## src/hw/rtl/vau_pkg.sv

```systemverilog
package vau_pkg;

    // Component width of every Q value
    localparam int Q_W    = 32;
    localparam int RAD_W  = 64;
    localparam int ROOT_W = 32;

    // Operation codes
    localparam logic [2:0] CMD_ADD   = 3'd0;
    localparam logic [2:0] CMD_SUB   = 3'd1;
    localparam logic [2:0] CMD_SCALE = 3'd2;
    localparam logic [2:0] CMD_DOT   = 3'd3;
    localparam logic [2:0] CMD_CROSS = 3'd4;
    localparam logic [2:0] CMD_LEN   = 3'd5;
    localparam logic [2:0] CMD_NORM  = 3'd6;
    localparam logic [2:0] CMD_DIST  = 3'd7;

    typedef struct packed {
        logic [2:0]        cmd;
        logic signed [31:0] a_x;
        logic signed [31:0] a_y;
        logic signed [31:0] a_z;
        logic signed [31:0] b_x;
        logic signed [31:0] b_y;
        logic signed [31:0] b_z;
        logic signed [31:0] scale_factor;
    } req_t;

    typedef struct packed {
        logic signed [31:0] res_x;
        logic signed [31:0] res_y;
        logic signed [31:0] res_z;
        logic signed [31:0] res_scalar;
        logic               saturated;
    } rsp_t;

    // Clamp to the signed 32-bit range; top bit flags a clamp
    function automatic logic [32:0] sat32(input logic signed [65:0] v);
        logic [32:0] r;
        if (v > 66'sd2147483647)
            r = {1'b1, 32'h7FFF_FFFF};
        else if (v < -66'sd2147483648)
            r = {1'b1, 32'h8000_0000};
        else
            r = {1'b0, v[31:0]};
        return r;
    endfunction

endpackage

```

## src/hw/rtl/vau_isqrt.sv

```systemverilog
// Pipelined integer square root, one root bit per stage
module vau_isqrt (
    input  logic                          clk,
    input  logic                          en,
    input  logic [vau_pkg::RAD_W-1:0]     rad,
    output logic [vau_pkg::ROOT_W-1:0]    root
);

    localparam int SQ = vau_pkg::ROOT_W;

    logic [33:0]               rem_reg  [SQ];
    logic [SQ-1:0]             root_reg [SQ];
    logic [vau_pkg::RAD_W-1:0] rad_reg  [SQ];

    genvar k;
    generate
        for (k = 0; k < SQ; k++)
        begin : g_stage
            logic [33:0]               rem_in;
            logic [SQ-1:0]             root_in;
            logic [vau_pkg::RAD_W-1:0] rad_in;
            logic [35:0]               t;
            logic [35:0]               trial;
            logic [35:0]               diff;
            logic                      ge;

            if (k == 0)
            begin : g_first
                assign rem_in  = '0;
                assign root_in = '0;
                assign rad_in  = rad;
            end
            else
            begin : g_next
                assign rem_in  = rem_reg[k-1];
                assign root_in = root_reg[k-1];
                assign rad_in  = rad_reg[k-1];
            end

            // Bring down two radicand bits and try the next root bit
            assign t     = {rem_in, rad_in[vau_pkg::RAD_W-1 -: 2]};
            assign trial = {2'b00, root_in, 2'b01};
            assign diff  = t - trial;
            assign ge    = (t >= trial);

            always_ff @(posedge clk)
            begin
                if (en)
                begin
                    rem_reg[k]  <= ge ? diff[33:0] : t[33:0];
                    root_reg[k] <= {root_in[SQ-2:0], ge};
                    rad_reg[k]  <= {rad_in[vau_pkg::RAD_W-3:0], 2'b00};
                end
            end
        end
    endgenerate

    assign root = root_reg[SQ-1];

endmodule

```

## config.mk

```make
export PLATFORM = sky130hd
export DESIGN_NAME = vau_isqrt
export DESIGN_NICKNAME = d
export VERILOG_FILES = /design/src/hw/rtl/vau_pkg.sv /design/src/hw/rtl/vau_isqrt.sv
export SDC_FILE = /design/constraint.sdc
export NUM_CORES = 2
export LEC_CHECK = 0
export ABC_CLOCK_PERIOD_IN_PS = 6200
export BUFFER_PORTS_ARGS = -buffer_cell sky130_fd_sc_hd__buf_4
export CORE_MARGIN = 2
export CORE_UTILIZATION = 45
export CTS_BUF_LIST = sky130_fd_sc_hd__clkbuf_2
export CTS_CLUSTER_SIZE = 30
export DETAILED_ROUTE_END_ITERATION = 6
export PLACE_DENSITY = 0.65
export RECOVER_POWER = 100
export SYNTH_ARGS = -nofsm -noshare
export SYNTH_HDL_FRONTEND = slang
export SYNTH_MEMORY_MAX_BITS = 65536
export SYNTH_SLANG_ARGS = --single-unit
```

## constraint.sdc

```tcl
create_clock -name clk -period 6.2 [get_ports clk]
set_input_delay 0.31 -clock clk [delete_from_list [all_inputs] [get_ports clk]]
set_output_delay 0.31 -clock clk [all_outputs]
set_load 0.1 [all_outputs]
```

; ---- After elaboration in Yosys (flattened, before gate mapping)
; Memory sizes are Yosys's and may differ from the RTL's.
; Index checks and enable logic that the tools add are counted.
[totals]
reg_bits = 0
latch_bits = 0
ram_bits = 4096
mem_bits_ro = 0
inputBits = 66
output_inout_bits = 32
wordCells = 101
memories = 3
[op_classes]
add_sub_neg = 32
multipliers = 0
n_div = 0
n_lt_le_gt_ge = 32
eq_ne = 0
shifts = 0
muxes = 34
bitwise_logic = 0
reduce_logical = 0
[mem_list]
columns = name, depth, word_bits, read_ports, rd_ports_with_merged_regs, write_ports, line
row1 = rad_reg, 32, 62, 31, 0, 32, vau_isqrt.sv:13  ; logic [vau_pkg::RAD_W-1:0] rad_reg [SQ];
row2 = rem_reg, 32, 34, 31, 0, 32, vau_isqrt.sv:11  ; logic [33:0] rem_reg [SQ];
row3 = root_reg, 32, 32, 32, 0, 32, vau_isqrt.sv:12  ; logic [SQ-1:0] root_reg [SQ];
[ops]
columns = operator, n
row1 = $ge A36 B34 Y1, 31
row2 = $mux W34, 32
row3 = $sub A34 B34 Y34, 31
row4 = $sub A2 B1 Y3 const B, 1
row5 = $ge A2 B1 Y1 const B, 1
row6 = $mux W1, 2

; ---- Depth between registers and ports, before layout
; An unclocked memory read counts as a cell.
[logic_depth]
depth_word = 3
mapped_depth = 15
ltp_nobuf = 13

; ---- Least setup slack after synthesis
; No wires, ideal clock.
[synth_timing]
path_type = register to register
start = mem rem_reg[10][10]
end = mem rem_reg[11][10] (data pin)
setup_time_ns = 0.262
t_arrival_ns = 3.364
required_ns = 5.938
setup_slack_ns = 2.574
path_stages_with_launch = 13
n_path_buf = 3
period_less_slack_ns = 3.626
cell_sequence = edfxtp_1 ha_1 or4_1 or2_1 buf_2 or3_1 buf_2 or3_4 nor3_2 a21oi_1 o22ai_4 buf_6 mux2_1
[synth_lines]
columns = element, line
row1 = start: declaration, vau_isqrt.sv:11

==> results.toml <==
[outcome]
outcome = "complete, but fails checks"
failed_checks = "design-rule violations, max-capacitance violations, max-slew violations"

[sta]
fmax_ghz = 0.198
whs_ns = 0.346
skew_ns = 0.154
rsz0062_at_grt = "false"
min_period_ns = 5.06
slew_headroom = -2.16
setup_tns_ns = 0
hold_viol = 0
setup_viol = 0
drv_slew = 2504
post-route-period-util = 0.816
tightest_slew_ns = 4.74

[yosys]
yosys.area.top_type = "edfxtp_1"
syn_avg_cell_area_um2 = 12.9
synth_seq_cells = 2523
syn_area_mm2 = 0.118
synth_edf_count = 2523
synth_area_leaders = "edfxtp_1 64%, ha_1 6.0%, xor2_1 3.3%, xnor2_1 2.8%, a21oi_1 2.4%"
synth_nets = 9709
synthTopCellsByCount = "2523 x edfxtp_1, 728 x inv_1, 629 x nand2_1"
ys.flop_type = "edfxtp_1"
async_reset_ff_frac = 0
netlist_instances = 9081
synth_warnings = 0
ys_seq_area_frac = 0.644
synth_cell_types = 92
synthMostInstantiatedCell = "edfxtp_1"
synth_top_area_frac = 0.644

[worst_hold_path]
min_path_type = "reg -> reg"
hold_path_depth = 0

[drt]
wl_per_cell_um = 17.3
detail-route-antenna-nets = 0
drt_iter0_markers = 5172
first_pass_iters = 7
drc = 2
wirelength_mm = 239
via_count = 73400
vias_per_cell = 5.31

[worst_setup_path]
arrival_ns = 6.60
crit_type = "in -> reg"
cp_slowest_cell = "clkbuf_1"
crit_chain = "dlygate4sd3_1, dlygate4sd3_1, dlygate4sd3_1, clkbuf_1, buf_16, clkbuf_1, clkbuf_4"
r2r_cells = 11
path_max_fanout = 152
slowest_delay_ns = 1.86
cpMostUsedCell = "dlygate4sd3_1"
start_kind = "input pin"
cp-end-kind = "register"
crit_required_ns = 7.74

[floorplan]
fp.dieH_um = 515
ios = 98
fp.dieArea_mm2 = 0.265
core-area_mm2 = 0.260
fp-row-count = 187
initial_utilization = 0.453
die_w_um = 515

[power]
ir_worst_vdd_mv = 0.191
power_density_mw_per_mm2 = 335
p_leak_nw = 50.9

[global_routing]
track_usage = 0.177
grt_pass1_wl_mm = 382
grt_max_degree = 207
gr-total-overflow = 0
grt_pass1_vias = 73900
antenna_found_initial = 6

[cts]
clk_path_buf_depth = 4
hold_buffers = 262
cts_setup_buffers = 0
cts_root_buf = "clkbuf_2"
cts.sinks = 2523
cts_tree = "done"
cts_resized = 0
insertion_delay_ns = 2.02
htree_levels = 6
path_clk_slew_ns = 0.10
numCtsBuffers = 648

[cells_and_area]
largest_register_ffs = 1003
num-fill-cells = 22700
drive_above_1_share = 0.113
syn2layout_area_growth_pct = 10.9
num-nets-final = 10600

[placed_design]
globalplace.congestion = 0.894
port_buffers = 97
hpwl_mm = 165

[job]
drv_cap = 30
worst paths after layout:
kind	slack, ns	start	endpoint
max	1.14	en	rem_reg[14][0]
min reg2reg	0.35	rad_reg[6][29]	rad_reg[7][31]
max reg2reg	1.19	root_reg[26][3]	rem_reg[27][7]
min	0.35	rad_reg[6][29]	rad_reg[7][31]
cells in the final DEF (no fill, tap or decap), drive strengths merged, types with 17 or more instances in the layout:
cell         synthesis  layout
mux2i               17      17
clkbuf             151    1035
o21ai              470     470
nor3               201     201
nand4              113     113
inv                729     756
edfxtp            2523    2523
nor3b               17      17
a211oi              42      42
mux2                63      63
and3                53      53
clkinv               0     162
or2                 44      44
dlygate4sd3          0     261
or4                 54      54
o21a               110     110
nor2               532     532
and2                23      23
o31ai               71      71
xnor2              377     377
ha                 562     562
nor2b              101     101
a21oi              560     560
o211ai              21      21
nand3              133     133
a21boi              27      27
nor4b               21      21
nand3b              35      35
nor4               134     134
xor2               440     440
nand2b              94      94
a31oi               35      35
or3                115     115
o21bai              48      48
a21o               272     272
nand2              629     629
a2111oi             19      19
cell type report:
| cell class | instances | area [um2] | share of cell area |
|---|---|---|---|
| antenna | 3 | 7.51 | 0.0000576 |
| clock buffer | 887 | 4440 | 0.0341 |
| clock inverter | 211 | 1260 | 0.00965 |
| inverter | 729 | 2740 | 0.0210 |
| multi-input combinational | 5646 | 38300 | 0.294 |
| sequential | 2523 | 75800 | 0.581 |
| tap | 3402 | 4260 | 0.0327 |
| timing repair buffer | 422 | 3550 | 0.0272 |
kinds of logic after synthesis:
logic type,Yosys count,share of synthesized area
DFF,2523,0.644
xor gates and xnor gates,817,0.0609
buffers and inverters,912,0.0296
muxes,80,0.00748
adders and majority gates,562,0.0598
AOI/OAI and AO/OA,1839,0.0979
and+or+nand+nor,2347,0.0999
other,1,0.0000319
per-stage QoR:
step	cell area (um2)	std cells	power [mW]	util	worst slack, ns
floorplan	118000	9081	29.7	-	2.57
global placement	123000	12500	32.6	0.472	1.82
detailed placement	123000	12500	32.7	0.472	1.77
CTS	131000	13800	44.2	0.504	1.74
global route	130000	13800	46.4	0.502	0.727
finish	130000	13800	43.6	0.502	1.14
metal layers:
metal,routed length [um],part of all wire,vias up,global-route usage
met5,124,0.00052,-,0
met4,6930,0.029,18,0.0668
met3,11600,0.049,488,0.0313
met2,118000,0.49,1857,0.303
met1,103000,0.43,35200,0.224
li1,-,-,35800,-
critical path: cells and delay by family:
family                 cells  cell delay (ns)
buffers and inverters      7             6.02
power breakdown:
part | total [mW] | switching, mW | leakage (nW) | internal [mW]
Combinational | 9.61 | 5.59 | 22.4 | 4.02
Clock | 11.1 | 6.74 | 4.28 | 4.31
Sequential | 22.9 | 1.40 | 24.3 | 21.5
Total | 43.6 | 13.7 | 50.9 | 29.9
Power figures use the tool's default switching activity.
