==> src/hw/rtl/vau_pkg.sv <==
package vau_pkg;

    // Component width of every Q value
    localparam int Q_W    = 32;
    localparam int RAD_W  = 64;
    localparam int ROOT_W = 32;

    // Operation codes
    localparam logic [2:0] CMD_ADD   = 3'd0;
    localparam logic [2:0] CMD_SUB   = 3'd1;
    localparam logic [2:0] CMD_SCALE = 3'd2;
    localparam logic [2:0] CMD_DOT   = 3'd3;
    localparam logic [2:0] CMD_CROSS = 3'd4;
    localparam logic [2:0] CMD_LEN   = 3'd5;
    localparam logic [2:0] CMD_NORM  = 3'd6;
    localparam logic [2:0] CMD_DIST  = 3'd7;

    typedef struct packed {
        logic [2:0]        cmd;
        logic signed [31:0] a_x;
        logic signed [31:0] a_y;
        logic signed [31:0] a_z;
        logic signed [31:0] b_x;
        logic signed [31:0] b_y;
        logic signed [31:0] b_z;
        logic signed [31:0] scale_factor;
    } req_t;

    typedef struct packed {
        logic signed [31:0] res_x;
        logic signed [31:0] res_y;
        logic signed [31:0] res_z;
        logic signed [31:0] res_scalar;
        logic               saturated;
    } rsp_t;

    // Clamp to the signed 32-bit range; top bit flags a clamp
    function automatic logic [32:0] sat32(input logic signed [65:0] v);
        logic [32:0] r;
        if (v > 66'sd2147483647)
            r = {1'b1, 32'h7FFF_FFFF};
        else if (v < -66'sd2147483648)
            r = {1'b1, 32'h8000_0000};
        else
            r = {1'b0, v[31:0]};
        return r;
    endfunction

endpackage

==> src/hw/rtl/vau_div.sv <==
// Pipelined restoring divider, one quotient bit per stage.
// The quotient must fit QW bits: num >> QW is below den.
module vau_div #(
    parameter int QW = 17
) (
    input  logic                         clk,
    input  logic                         en,
    input  logic [vau_pkg::Q_W+QW-1:0]   num,
    input  logic [vau_pkg::Q_W-1:0]      den,
    output logic [QW-1:0]                quo
);

    localparam int DW = vau_pkg::Q_W;

    logic [DW-1:0] rem_reg [QW];
    logic [QW-1:0] low_reg [QW];
    logic [QW-1:0] q_reg   [QW];
    logic [DW-1:0] den_reg [QW];

    genvar j;
    generate
        for (j = 0; j < QW; j++)
        begin : g_stage
            logic [DW-1:0] rem_in;
            logic [QW-1:0] low_in;
            logic [QW-1:0] q_in;
            logic [DW-1:0] den_in;
            logic [DW:0]   t;
            logic [DW:0]   diff;
            logic          ge;

            if (j == 0)
            begin : g_first
                assign rem_in = num[DW+QW-1:QW];
                assign low_in = num[QW-1:0];
                assign q_in   = '0;
                assign den_in = den;
            end
            else
            begin : g_next
                assign rem_in = rem_reg[j-1];
                assign low_in = low_reg[j-1];
                assign q_in   = q_reg[j-1];
                assign den_in = den_reg[j-1];
            end

            // Shift in the next numerator bit and subtract if it fits
            assign t    = {rem_in, low_in[QW-1]};
            assign diff = t - {1'b0, den_in};
            assign ge   = (t >= {1'b0, den_in});

            always_ff @(posedge clk)
            begin
                if (en)
                begin
                    rem_reg[j] <= ge ? diff[DW-1:0] : t[DW-1:0];
                    low_reg[j] <= {low_in[QW-2:0], 1'b0};
                    q_reg[j]   <= {q_in[QW-2:0], ge};
                    den_reg[j] <= den_in;
                end
            end
        end
    endgenerate

    assign quo = q_reg[QW-1];

endmodule

==> config.mk <==
export PLATFORM = sky130hd
export DESIGN_NAME = vau_div
export DESIGN_NICKNAME = d
export VERILOG_FILES = /design/src/hw/rtl/vau_pkg.sv /design/src/hw/rtl/vau_div.sv
export SDC_FILE = /design/constraint.sdc
export NUM_CORES = 2
export LEC_CHECK = 0
export BUFFER_PORTS_ARGS = -buffer_cell sky130_fd_sc_hd__buf_2
export CAP_MARGIN = 10
export CORE_MARGIN = 2
export CORE_UTILIZATION = 30
export DETAILED_ROUTE_END_ITERATION = 10
export PLACE_DENSITY = 0.43
export SLEW_MARGIN = 40
export SYNTH_ARGS = -nofsm -noshare
export SYNTH_HDL_FRONTEND = slang
export SYNTH_SLANG_ARGS = --single-unit
==> constraint.sdc <==
create_clock -name clk -period 3.2 [get_ports clk]
set_clock_uncertainty 0.2 [all_clocks]
set_input_delay 0.32 -clock clk [delete_from_list [all_inputs] [get_ports clk]]
set_output_delay 0.32 -clock clk [all_outputs]
set_load 0.1 [all_outputs]
# Word level (Yosys, flattened, before mapping)
# Memory sizes are Yosys's and may differ from the RTL's.
# Cells that the tools add are included.
[classes]
mul = 0
bitwise_logic = 0
muxes = 19
add_sub_neg = 17
div = 0
reduce_logical = 0
n_lt_le_gt_ge = 17
n_eq_ne = 0
shift = 0
[op_table]
columns = ["op", "n"]
rows = [
  ["33-bit by 32-bit >= comparator with 1-bit output", 17],
  ["32-bit two-way mux", 17],
  ["32-bit subtractor", 17],
  ["1-bit two-way mux", 2],
]
[totals]
in_bits = 83
latchBits = 0
n_memories = 4
out_inout_bits = 17
mem_bits_ro = 0
reg_bits = 0
ram_bits = 1649
word_cells = 57
[memory_table]
columns = ["name", "words", "width", "rd", "rd_clocked_by_memory_dff", "write_ports", "line_no", "text"]
rows = [
  ["den_reg", 17, 32, 16, 0, 17, "vau_div.sv:18", "logic [DW-1:0] den_reg [QW];"],
  ["rem_reg", 17, 32, 16, 0, 17, "vau_div.sv:15", "logic [DW-1:0] rem_reg [QW];"],
  ["q_reg", 17, 17, 17, 0, 17, "vau_div.sv:17", "logic [QW-1:0] q_reg [QW];"],
  ["low_reg", 17, 16, 16, 0, 17, "vau_div.sv:16", "logic [QW-1:0] low_reg [QW];"],
]

# Logic depth before layout (Yosys ltp)
# An unclocked memory read counts as a cell.
[logic_depth]
word_depth = 3
depth_mapped = 15
mapped_depth_nobuf = 13

# Worst setup path before layout
# OpenSTA, ideal clock, no wires.
[synth_timing]
path_type = "flip-flop to flip-flop"
startpoint = "memory rem_reg[0][0] (netlist bit)"
endpoint = "memory rem_reg[0][53] (netlist bit), data pin"
path_stages_with_launch = 12
arrival_ns = 2.988
setup_time_ns = 0.260
required_time_ns = 2.740
path_slack_ns = -0.248
path_buffers = 1
period_less_slack_ns = 3.448
path_cell_list = "edfxtp_1 > ha_1 > nor2b_1 > o31a_1 > o21bai_1 > a21oi_1 > o21ai_1 > o211a_1 > o41a_1 > o41ai_4 > buf_4 > mux2_2"
[synth_rtl]
columns = ["item", "line_no"]
rows = [
  ["start: declaration", "vau_div.sv:15"],
]

==> impl_metrics.tcl <==
set metrics [dict create \
    status "complete, but fails checks" \
    violations "setup timing" \
    via_per_inst 4.64 \
    min_period_ps 3700 \
    synthTopCellsByArea "edfxtp_1 (54%), ha_1 (9.3%), inv_1 (3.5%), a21oi_1 (3.2%), a21o_1 (3.2%)" \
    rows 181 \
    worstPathArrival_ps 4050 \
    intPower_uw 70700 \
    num_vias 55500 \
    finalSetupViolCount 462 \
    drt.antenna.violating_nets 0 \
    setup_ws_ps -495 \
    r2r-start "low_reg[0][239]$_DFFE_PP_" \
    start_kind "flip-flop" \
    setup_tns_ps -132620 \
    grt_max_degree 87 \
    ys_seq_area_share_pct 53.7 \
    grt-ovfl-total 0 \
    synth_top_family_by_area "compound AO/OA/AOI/OAI gates" \
    synth_edf_count 1313 \
    cts-buffers-inserted 168 \
    rsz0062_at_grt "true" \
    die_w_microns 499 \
    initial_utilization_pct 30.2 \
    synth_area_per_cell_sq_um 11.4 \
    required_ps 3560 \
    cts_buffer_depth 3 \
    worstHoldStart "num[17]" \
    synthDistinctLibCells 86 \
    top_layer_used "met4" \
    yosys.area_share.simple_pct 8.80 \
    synth_top_area_share_pct 53.7 \
    cap_violations 0 \
    cts_tree "built" \
    dp_cells 11300 \
    synthCells 6428 \
    grt_pass1_wl_microns 309000 \
    wl_met2_microns 121000 \
    slew_headroom_pct 53.6 \
    htree_levels 4 \
    synthFlopType "edfxtp_1" \
    ys_warn_count 0 \
    p_switching_uw 40200 \
    ir_drop_mv 0.654 \
    die_h_microns 499 \
    wl_microns 207000 \
    antenna_found_initial 2 \
    port_buffers 99 \
    hpwlAfterDp_microns 151000 \
    multi_input_area_sq_mm 0.0360 \
    drc 0 \
    sw_frac_of_total_pct 36.3 \
    path_max_fanout 5 \
    clkTransAtPathRegs_ps 60 \
    drtIter0Drc 1959 \
    synth_top_cell_by_area "edfxtp_1" \
    n_fill_cell 22800 \
    final.period_utilization_pct 115 \
    wl_met1_microns 65300 \
    drv_slew 0 \
    yosys_register_bits 1313 \
    dr.pass1.iters 5 \
    synth-adder-area-share_pct 9.71 \
    grt_usage_pct 15.8 \
    pin_count 100 \
    syn_area_sq_mm 0.0734 \
    clk_latency_ps 820 \
    synth_xor_area_share_pct 5.10 \
    fmax_ghz 0.271 \
    synth-async-reset-ratio_pct 0 \
    coreArea_sq_mm 0.243 \
    power_frac_comb_pct 57.9 \
    final_nets 9270 \
    pwr-share-clk_pct 16.8 \
    syn2layout_area_growth_pct 44.7 \
    hold_path_class "input port to flip-flop" \
    crit_type "flip-flop to flip-flop" \
    power_density_mw_per_mm2 1040 \
    wire_per_inst_microns 17.3 \
    muxShareOfSynthArea_pct 3.42 \
    final_hold_viol_count 0 \
    grt_pass1_vias 58700 \
    mappedNetlistNets 7071 \
    die_area_sq_mm 0.249 \
    cp-end-kind "flip-flop" \
    layoutNonFillerInstCount 12000 \
    place.gp.congestion 0.942 \
    critPathLaunch "low_reg[0][239]$_DFFE_PP_" \
    cts-root-buf "clkbuf_16" \
    seq_power_share_pct 25.3 \
    p_leak_uw 0.0460 \
    final-seq-area_sq_mm 0.0394 \
    clock_sinks 1313 \
    met3WireLength_microns 4710 \
    worst_pin_slew_ps 696 \
    synth_compound_area_share_pct 14.9 \
    layout-drive-gt1-share_pct 37.5 \
]
==> layout by cell type, fill, tap and decap left out, types with 85 or more instances in the layout <==
| master | instances |
|---|---|
| xnor2_1 | 243 |
| ha_1 | 474 |
| buf_6 | 85 |
| dlygate4sd3_1 | 114 |
| a21oi_2 | 111 |
| nor2_1 | 245 |
| o21ai_2 | 125 |
| mux2_4 | 136 |
| buf_2 | 98 |
| a21oi_1 | 339 |
| xor2_1 | 178 |
| buf_4 | 1708 |
| o21ai_0 | 228 |
| nand3_1 | 89 |
| a21o_1 | 308 |
| clkbuf_16 | 198 |
| inv_1 | 654 |
| edfxtp_1 | 1313 |
| nand2_1 | 393 |
==> worst paths after layout <==
path / end / slack, ps / cells after the start
max: rem_reg[0][511]$_DFFE_PP_ / -500 / 14
max reg2reg: rem_reg[0][511]$_DFFE_PP_ / -500 / 14
min reg2reg: low_reg[0][139]$_DFFE_PP_ / 200 / 0
min: rem_reg[0][1]$_DFFE_PP_ / 50 / 5
==> power by group through the flow <==
stage | logic [uW] | registers [uW] | clock network [uW]
after global placement | 49600 | 28100 | 0
after floorplan | 29800 | 27300 | 0
after CTS | 55200 | 27800 | 19400
after global routing | 69600 | 28500 | 20100
after detailed placement | 49900 | 28100 | 0
final | 64200 | 28000 | 18700
==> stage by stage <==
stage	power (uW)	cell area (sq um)	utilization, %	setup WS, ps	hold WS [ps]
after floorplan	57100	74000	-	-167	200
final	111000	106000	43.6	-495	46.3
after global placement	77700	91200	37.5	-841	200
after detailed placement	78100	91200	37.5	-813	205
after CTS	102000	101000	41.3	-607	30.1
after global routing	118000	106000	43.6	-604	12.6
==> per-layer routing <==
layer	global-route usage, %	up-vias
li1	-	28100
met1	13.4	26200
met2	33.1	777
met3	2.09	547
met4	10.6	0
met5	0	-
==> cells by family (layout without fill, tap and decap cells) <==
family                     after synthesis  in the layout
AOI/OAI and AO/OA                     1713           1715
xor gates and xnor gates               427            427
adders and majority gates              560            560
buffers and inverters                  825           3156
DFF                                   1313           1313
muxes                                  226            226
other                                    0              8
and+or+nand+nor                       1364           1364
==> synth_stat cells, drive strengths merged, types with 23 or more instances <==
cell type,instances
a211oi,34
a21boi,25
a21o,311
a21oi,472
a31oi,62
and2,27
and3,53
buf,52
clkbuf,84
edfxtp,1313
ha,544
inv,689
mux2,200
mux2i,26
nand2,465
nand2b,73
nand3,104
nand4,82
nor2,316
nor2b,68
nor3,68
nor4,23
o211ai,27
o21a,63
o21ai,428
o21bai,59
o31ai,53
xnor2,246
xor2,181
==> cell type report <==
type,instances,share of cell area [%]
diodes,8,0.0189
clock buffers,205,4.09
clock inverters,99,1.02
inverters,689,2.45
multi-input cells,4292,33.9
flip-flops and latches,1313,37.1
well taps,3202,3.77
repair buffers,2163,17.6
==> worst max-delay path, cell delays in order, from the launching register on <==
cell,delay [ps]
edfxtp_1,370
buf_6,150
inv_4,60
ha_4,140
buf_6,100
nor2b_4,30
o21ai_2,160
a21boi_2,90
o31a_1,290
a31o_2,280
o41a_1,540
a211o_4,450
a211oi_4,240
xnor2_1,90
mux2_4,250
==> what timing repair did <==
| item | 4_1_cts | 5_1_grt |
|---|---|---|
| pin swaps | 168 | 364 |
| resized for setup | 405 | 1014 |
| hold endpoints to repair | 202 | 9 |
| buffers inserted | 91 | 152 |
| endpoints found under the setup margin | 496 | 528 |
| cloned | 21 | 36 |
| hold buffers | 114 | 9 |
Note: power is estimated with default switching activity, not from simulation.
